[src/rtl/cfvg_pkg.sv]
// ---------------------------------------------------------------------------
// Circle fan vertex generator package
// Shared widths, constants and the CORDIC arctangent table.
// ---------------------------------------------------------------------------
package cfvg_pkg;

    localparam int ANGLE_BITS = 16;
    localparam int IDX_W      = 13;
    localparam int SEG_W      = 13;
    localparam int RAD_W      = 16;
    localparam int OUT_W      = 17;
    localparam int TRIG_W     = 18;
    localparam int CORDIC_N   = 30;
    localparam int XY_W       = 34;
    localparam int Z_W        = 33;
    localparam int SHIFT_IN   = 32 - ANGLE_BITS;

    localparam logic [XY_W-1:0]  CORDIC_X0  = XY_W'(652032874);
    localparam logic [SEG_W-1:0] SEG_MIN    = SEG_W'(3);
    localparam logic [SEG_W-1:0] SEG_RESET  = SEG_W'(64);
    localparam logic [RAD_W-1:0] RAD_RESET  = RAD_W'(256);
    localparam logic [4:0]       GREEN_MULT = 5'd20;
    localparam logic [OUT_W-1:0] ONE_Q16    = OUT_W'(65536);
    localparam logic [OUT_W-1:0] POS_LIM    = OUT_W'(65535);

    localparam logic [1:0] REG_SEGMENTS   = 2'd0;
    localparam logic [1:0] REG_RADIUS     = 2'd1;
    localparam logic [1:0] REG_WHITE_MODE = 2'd2;

    typedef struct packed {
        logic valid;
        logic center;
    } pipe_tag_t;

    function automatic logic [Z_W-1:0] atan_turn(input int i);
        logic [31:0] v;
        case (i)
            0:  v = 32'd536870912;
            1:  v = 32'd316933406;
            2:  v = 32'd167458907;
            3:  v = 32'd85004756;
            4:  v = 32'd42667331;
            5:  v = 32'd21354465;
            6:  v = 32'd10679838;
            7:  v = 32'd5340245;
            8:  v = 32'd2670163;
            9:  v = 32'd1335087;
            10: v = 32'd667544;
            11: v = 32'd333772;
            12: v = 32'd166886;
            13: v = 32'd83443;
            14: v = 32'd41722;
            15: v = 32'd20861;
            16: v = 32'd10430;
            17: v = 32'd5215;
            18: v = 32'd2608;
            19: v = 32'd1304;
            20: v = 32'd652;
            21: v = 32'd326;
            22: v = 32'd163;
            23: v = 32'd81;
            24: v = 32'd41;
            25: v = 32'd20;
            26: v = 32'd10;
            27: v = 32'd5;
            28: v = 32'd3;
            29: v = 32'd1;
            default: v = 32'd0;
        endcase
        return {1'b0, v};
    endfunction

endpackage

[src/rtl/cfvg_phase.sv]
// ---------------------------------------------------------------------------
// Phase pipeline
// Bit-per-stage remainder of the index minus one by the segment count, then a
// bit-per-stage division that scales the remainder to a phase.
// ---------------------------------------------------------------------------
module cfvg_phase (
    input  logic                           aclk,
    input  logic                           aresetn,
    input  logic                           en,
    input  cfvg_pkg::pipe_tag_t            in_tag,
    input  logic [cfvg_pkg::IDX_W-1:0]     in_index,
    input  logic [cfvg_pkg::SEG_W-1:0]     seg,
    output cfvg_pkg::pipe_tag_t            out_tag,
    output logic [cfvg_pkg::ANGLE_BITS-1:0] out_phase
);

    localparam int NM = cfvg_pkg::IDX_W;
    localparam int ND = cfvg_pkg::ANGLE_BITS;
    localparam int SW = cfvg_pkg::SEG_W;
    localparam int AB = cfvg_pkg::ANGLE_BITS;

    cfvg_pkg::pipe_tag_t  tag_reg  [0:NM+ND];
    logic [SW-1:0]        rem_reg  [0:NM+ND];
    logic [NM-1:0]        num_reg  [0:NM];
    logic [AB-1:0]        quo_reg  [NM:NM+ND];

    always_ff @(posedge aclk) begin
        if (!aresetn) begin
            tag_reg[0] <= '0;
        end else if (en) begin
            tag_reg[0] <= in_tag;
        end
        if (en) begin
            rem_reg[0] <= '0;
            num_reg[0] <= in_index - NM'(1);
        end
    end

    genvar j;
    generate
        for (j = 0; j < NM; j++) begin : g_mod
            logic [SW:0]   trial;
            logic          ge;
            logic [SW-1:0] rem_next;
            assign trial    = {rem_reg[j], num_reg[j][NM-1]};
            assign ge       = trial >= {1'b0, seg};
            assign rem_next = ge ? SW'(trial - {1'b0, seg}) : trial[SW-1:0];
            always_ff @(posedge aclk) begin
                if (!aresetn) begin
                    tag_reg[j+1] <= '0;
                end else if (en) begin
                    tag_reg[j+1] <= tag_reg[j];
                end
                if (en) begin
                    rem_reg[j+1] <= rem_next;
                    num_reg[j+1] <= {num_reg[j][NM-2:0], 1'b0};
                end
            end
        end

        always_ff @(posedge aclk) begin
            if (en) begin
                quo_reg[NM] <= '0;
            end
        end

        for (j = NM; j < NM + ND; j++) begin : g_div
            logic [SW:0]   trial;
            logic          ge;
            logic [SW-1:0] rem_next;
            assign trial    = {rem_reg[j], 1'b0};
            assign ge       = trial >= {1'b0, seg};
            assign rem_next = ge ? SW'(trial - {1'b0, seg}) : trial[SW-1:0];
            always_ff @(posedge aclk) begin
                if (!aresetn) begin
                    tag_reg[j+1] <= '0;
                end else if (en) begin
                    tag_reg[j+1] <= tag_reg[j];
                end
                if (en) begin
                    rem_reg[j+1] <= rem_next;
                    quo_reg[j+1] <= {quo_reg[j][AB-2:0], ge};
                end
            end
        end
    endgenerate

    assign out_tag   = tag_reg[NM+ND];
    assign out_phase = quo_reg[NM+ND];

endmodule

[config.mk]
export PLATFORM = sky130hd
export DESIGN_NAME = cfvg_phase
export DESIGN_NICKNAME = d
export VERILOG_FILES = /design/src/rtl/cfvg_pkg.sv /design/src/rtl/cfvg_phase.sv
export SDC_FILE = /design/constraint.sdc
export NUM_CORES = 1
export LEC_CHECK = 0
export BUFFER_PORTS_ARGS = -buffer_cell sky130_fd_sc_hd__clkbuf_2
export CORE_ASPECT_RATIO = 0.6
export CORE_UTILIZATION = 40
export CTS_CLUSTER_SIZE = 10
export DETAILED_ROUTE_END_ITERATION = 12
export HOLD_SLACK_MARGIN = 0.15
export PLACE_DENSITY = 0.57
export SYNTH_ARGS = -nofsm -noshare
export SYNTH_HDL_FRONTEND = slang
export SYNTH_SLANG_ARGS = --single-unit
[constraint.sdc]
create_clock -name aclk -period 5.6 [get_ports aclk]
set_input_delay 1.12 -clock aclk [delete_from_list [all_inputs] [get_ports aclk]]
set_output_delay 1.12 -clock aclk [all_outputs]
set_load 0.01 [all_outputs]
==> run_results.csv <==
group,metric,value,unit
global_route,grt_util_met2,22.2,%
clock_network,root_buffer,"clkbuf_16",
detailed_routing,viasPerCell,5.59,
floorplanning,core-area,101000,sq um
layout,largest_reg_flops,364,
global_route,grt_pass1_vias,25279,
critical_path,worst-setup-path-type,"in2reg",
layout,n_antenna_cell,0,
synth,async_flop_share,0,%
timing,period_needed,4.00,ns
power_and_ir_drop,leakagePower,17.5,nW
critical_path,cp.arrival,4.39,ns
global_route,grt.busiest_layer,"met1",
global_route,grt_max_degree,193,
global_route,grt_pass1_wl,149,mm
floorplanning,ioPinCount,49,
critical_path,r2r_slack,2.37,ns
placed_design,io_buffers,48,
detailed_routing,drc,0,
hold_path,hp-class,"reg2reg",
timing,slew-limit-headroom,26.5,%
synth,netlist_area,40900,sq um
global_route,grtUsageMet1,31.5,%
clock_network,cts_made_buffers,77,
floorplanning,die_height,250,um
power_and_ir_drop,powerDensity,569,nW/um^2
detailed_routing,vias,27493,
clock_network,post_cts_buffers,0,
synth,yosysWarningCount,0,
clock_network,cts_resized,0,
power_and_ir_drop,vdd_drop_max,239,uV
synth,synth_seq_cells,651,
global_route,antenna_found_initial,0,
critical_path,rr_worst_depth,7,
clock_network,insertion_delay,0.67,ns
timing,finalClockSkew,0.0307,ns
global_route,grt_overflow_total,0,
layout,fin_util,44.7,%
outcome,status,"finished clean",
layout,finalNetCount,3984,
timing,tightest_slew,1.10,ns
synth,netlist-cell-type-count,75,
critical_path,cp_max_fo,17,
synth,netlist_instances,3441,
synth,synth_edf_count,651,
detailed_routing,wire_per_inst,19.5,um
layout,final_area,45100,sq um
detailed_routing,initialDrtViolationCount,2540,
critical_path,r2r_start,"rem_reg[0][182]$_SDFFCE_PN0P_",
floorplanning,rows,90,
placed_design,gp_congestion,0.866,
critical_path,endpoint_kind,"flip-flop",
synth,syn_area_per_cell,11.9,sq um
clock_network,cts_tree,"built",
critical_path,r2r-end,"rem_reg[0][205]$_DFFE_PP_",
global_route,grtUsageMet3,3.63,%
detailed_routing,drt-pass1-iter-count,5,
detailed_routing,wl,95.7,mm
synth,yosysSeqAreaShare,47.8,%
synth,synth_top_flop_cell,"edfxtp_1",
layout,drive_above_1_share,14.6,%
critical_path,crit_required,5.99,ns
clock_network,path_clk_slew,0.05,ns
clock_network,clock-sinks,651,
timing,hold_slack,0.405,ns
placed_design,post-dp-hpwl,66.3,mm
floorplanning,fp.dieW,415,um
timing,fmax,0.250,GHz
layout,syn_to_final_growth,10.3,%
synth,synth_nets,3865,
clock_network,cts_max_level,3,
clock_network,cts_hold_buffers,0,
timing,rsz0062_at_grt,"no",
power_and_ir_drop,power,25.7,mW
critical_path,cp-start-kind,"primary input",
layout,most-common-layout-cells,"651 x edfxtp_1, 366 x ha_1, 250 x nor2_1, 245 x mux2_2, 230 x a21oi_1",
timing,period_share,71.5,%
placed_design,place_area,43000,sq um
critical_path,crit_end,"rem_reg[1][114]$_DFFE_PP_",
detailed_routing,postRouteAntennaNets,0,
global_route,grtUsageTotal,18.2,%
timing,setup_tns,0,ns
timing,slew_violations,0,
timing,setup_viol,0,
floorplanning,initial_core_util,40.6,%
job,max_cap_viol_count,0,
clock_network,clockBufferDepth,3,
timing,finalHoldViolCount,0,
critical_path,critPathLaunch,"seg[2]",
floorplanning,fp.dieArea,104000,sq um
layout,final_common_cell,"edfxtp_1",
==> critical path, stage by stage <==
cell and delay (ns):
clkbuf_2 0.10, inv_2 0.53, buf_4 0.31, ha_1 0.30, a21oi_1 0.27, o21ai_1 0.13, a211oi_2 0.29, o31ai_1 0.13
a41oi_2 0.76, mux2_2 0.42
==> cells by family (layout without fill, tap and decap cells) <==
logic type                 count (synthesis)  after routing  share of synthesized area [%]
xor gates and xnor gates                 240            240                           5.14
DFF                                      651            651                           47.8
buffers and inverters                    180            319                           1.88
adders and majority gates                393            393                           12.5
muxes                                    329            329                           9.06
and+or+nand+nor                          849            849                           10.4
AOI/OAI and AO/OA                        799            799                           13.2
==> area by class of cell <==
class	count	area, sq um
sequential	651	19500
clock buffer	88	2030
timing repair buffer	107	781
tap	1334	1670
clock inverter	11	81.3
multi-input combinational	2610	20600
inverter	113	425
fill	9161	55800
==> cell usage after synthesis, types with 13 or more instances <==
master     number  share of area [%]
nor2b_1        41               0.63
a21oi_1       230                2.8
edfxtp_1      651                 48
nor3b_1        13               0.24
mux2_2        245                6.7
nor2_1        250                2.3
a21o_1        102                1.9
nand3_1        51               0.62
a2111oi_0      25               0.54
a211oi_1       36               0.66
mux2_4         19               0.70
nand2b_1       62               0.95
xnor2_1       166                3.6
or3_1          22               0.34
and3_1         78                1.2
ha_1          366                 11
nand2_1       149                1.4
inv_1         113                1.0
o2111ai_1      19               0.41
a211o_1        20               0.43
nand4_1        41               0.63
clkbuf_1       37               0.34
nor3_1         78               0.95
o31ai_1        26               0.48
buf_2          17               0.21
fa_1           27                1.3
o21ai_0       131                1.6
mux2i_1        54                1.3
o211ai_1       35               0.64
a31oi_1        15               0.23
xor2_1         74                1.6
o21a_1         47               0.86
==> how the worst min path moves through the flow <==
| stage | startpoint | end | slack (ns) | cells past startpoint |
|---|---|---|---|---|
| after floorplan | num_reg[0][86]$_DFFE_PP_ | num_reg[0][100]$_DFFE_PP_ | 0.40 | 0 |
| after global placement | num_reg[0][49]$_DFFE_PP_ | num_reg[0][63]$_DFFE_PP_ | 0.40 | 0 |
| after detailed placement | num_reg[0][86]$_DFFE_PP_ | num_reg[0][100]$_DFFE_PP_ | 0.40 | 0 |
| after CTS | quo_reg[17][2]$_DFFE_PP_ | quo_reg[18][3]$_DFFE_PP_ | 0.41 | 0 |
| after global routing | quo_reg[17][2]$_DFFE_PP_ | quo_reg[18][3]$_DFFE_PP_ | 0.41 | 0 |
| final | quo_reg[17][2]$_DFFE_PP_ | quo_reg[18][3]$_DFFE_PP_ | 0.41 | 0 |
==> through the flow <==
stage,cells,worst slack [ns]
floorplan,3441,0.713
global placement,4815,1.03
detailed placement,4815,0.975
CTS,4914,1.67
global route,4914,1.45
finish,4914,1.60
==> per-layer routing <==
layer	routed length (um)	up-vias
met5	0	-
met4	1430	0
met3	6510	106
met2	33600	761
met1	54200	13119
li1	-	13507
==> power breakdown <==
group          switching (mW)  total (mW)  leakage [nW]  internal (mW)
logic                    6.49        12.6          10.1           6.10
clock network            1.98        4.52          1.03           2.54
registers               0.947        8.59          6.45           7.64
Note: power is estimated with default switching activity, not from simulation.
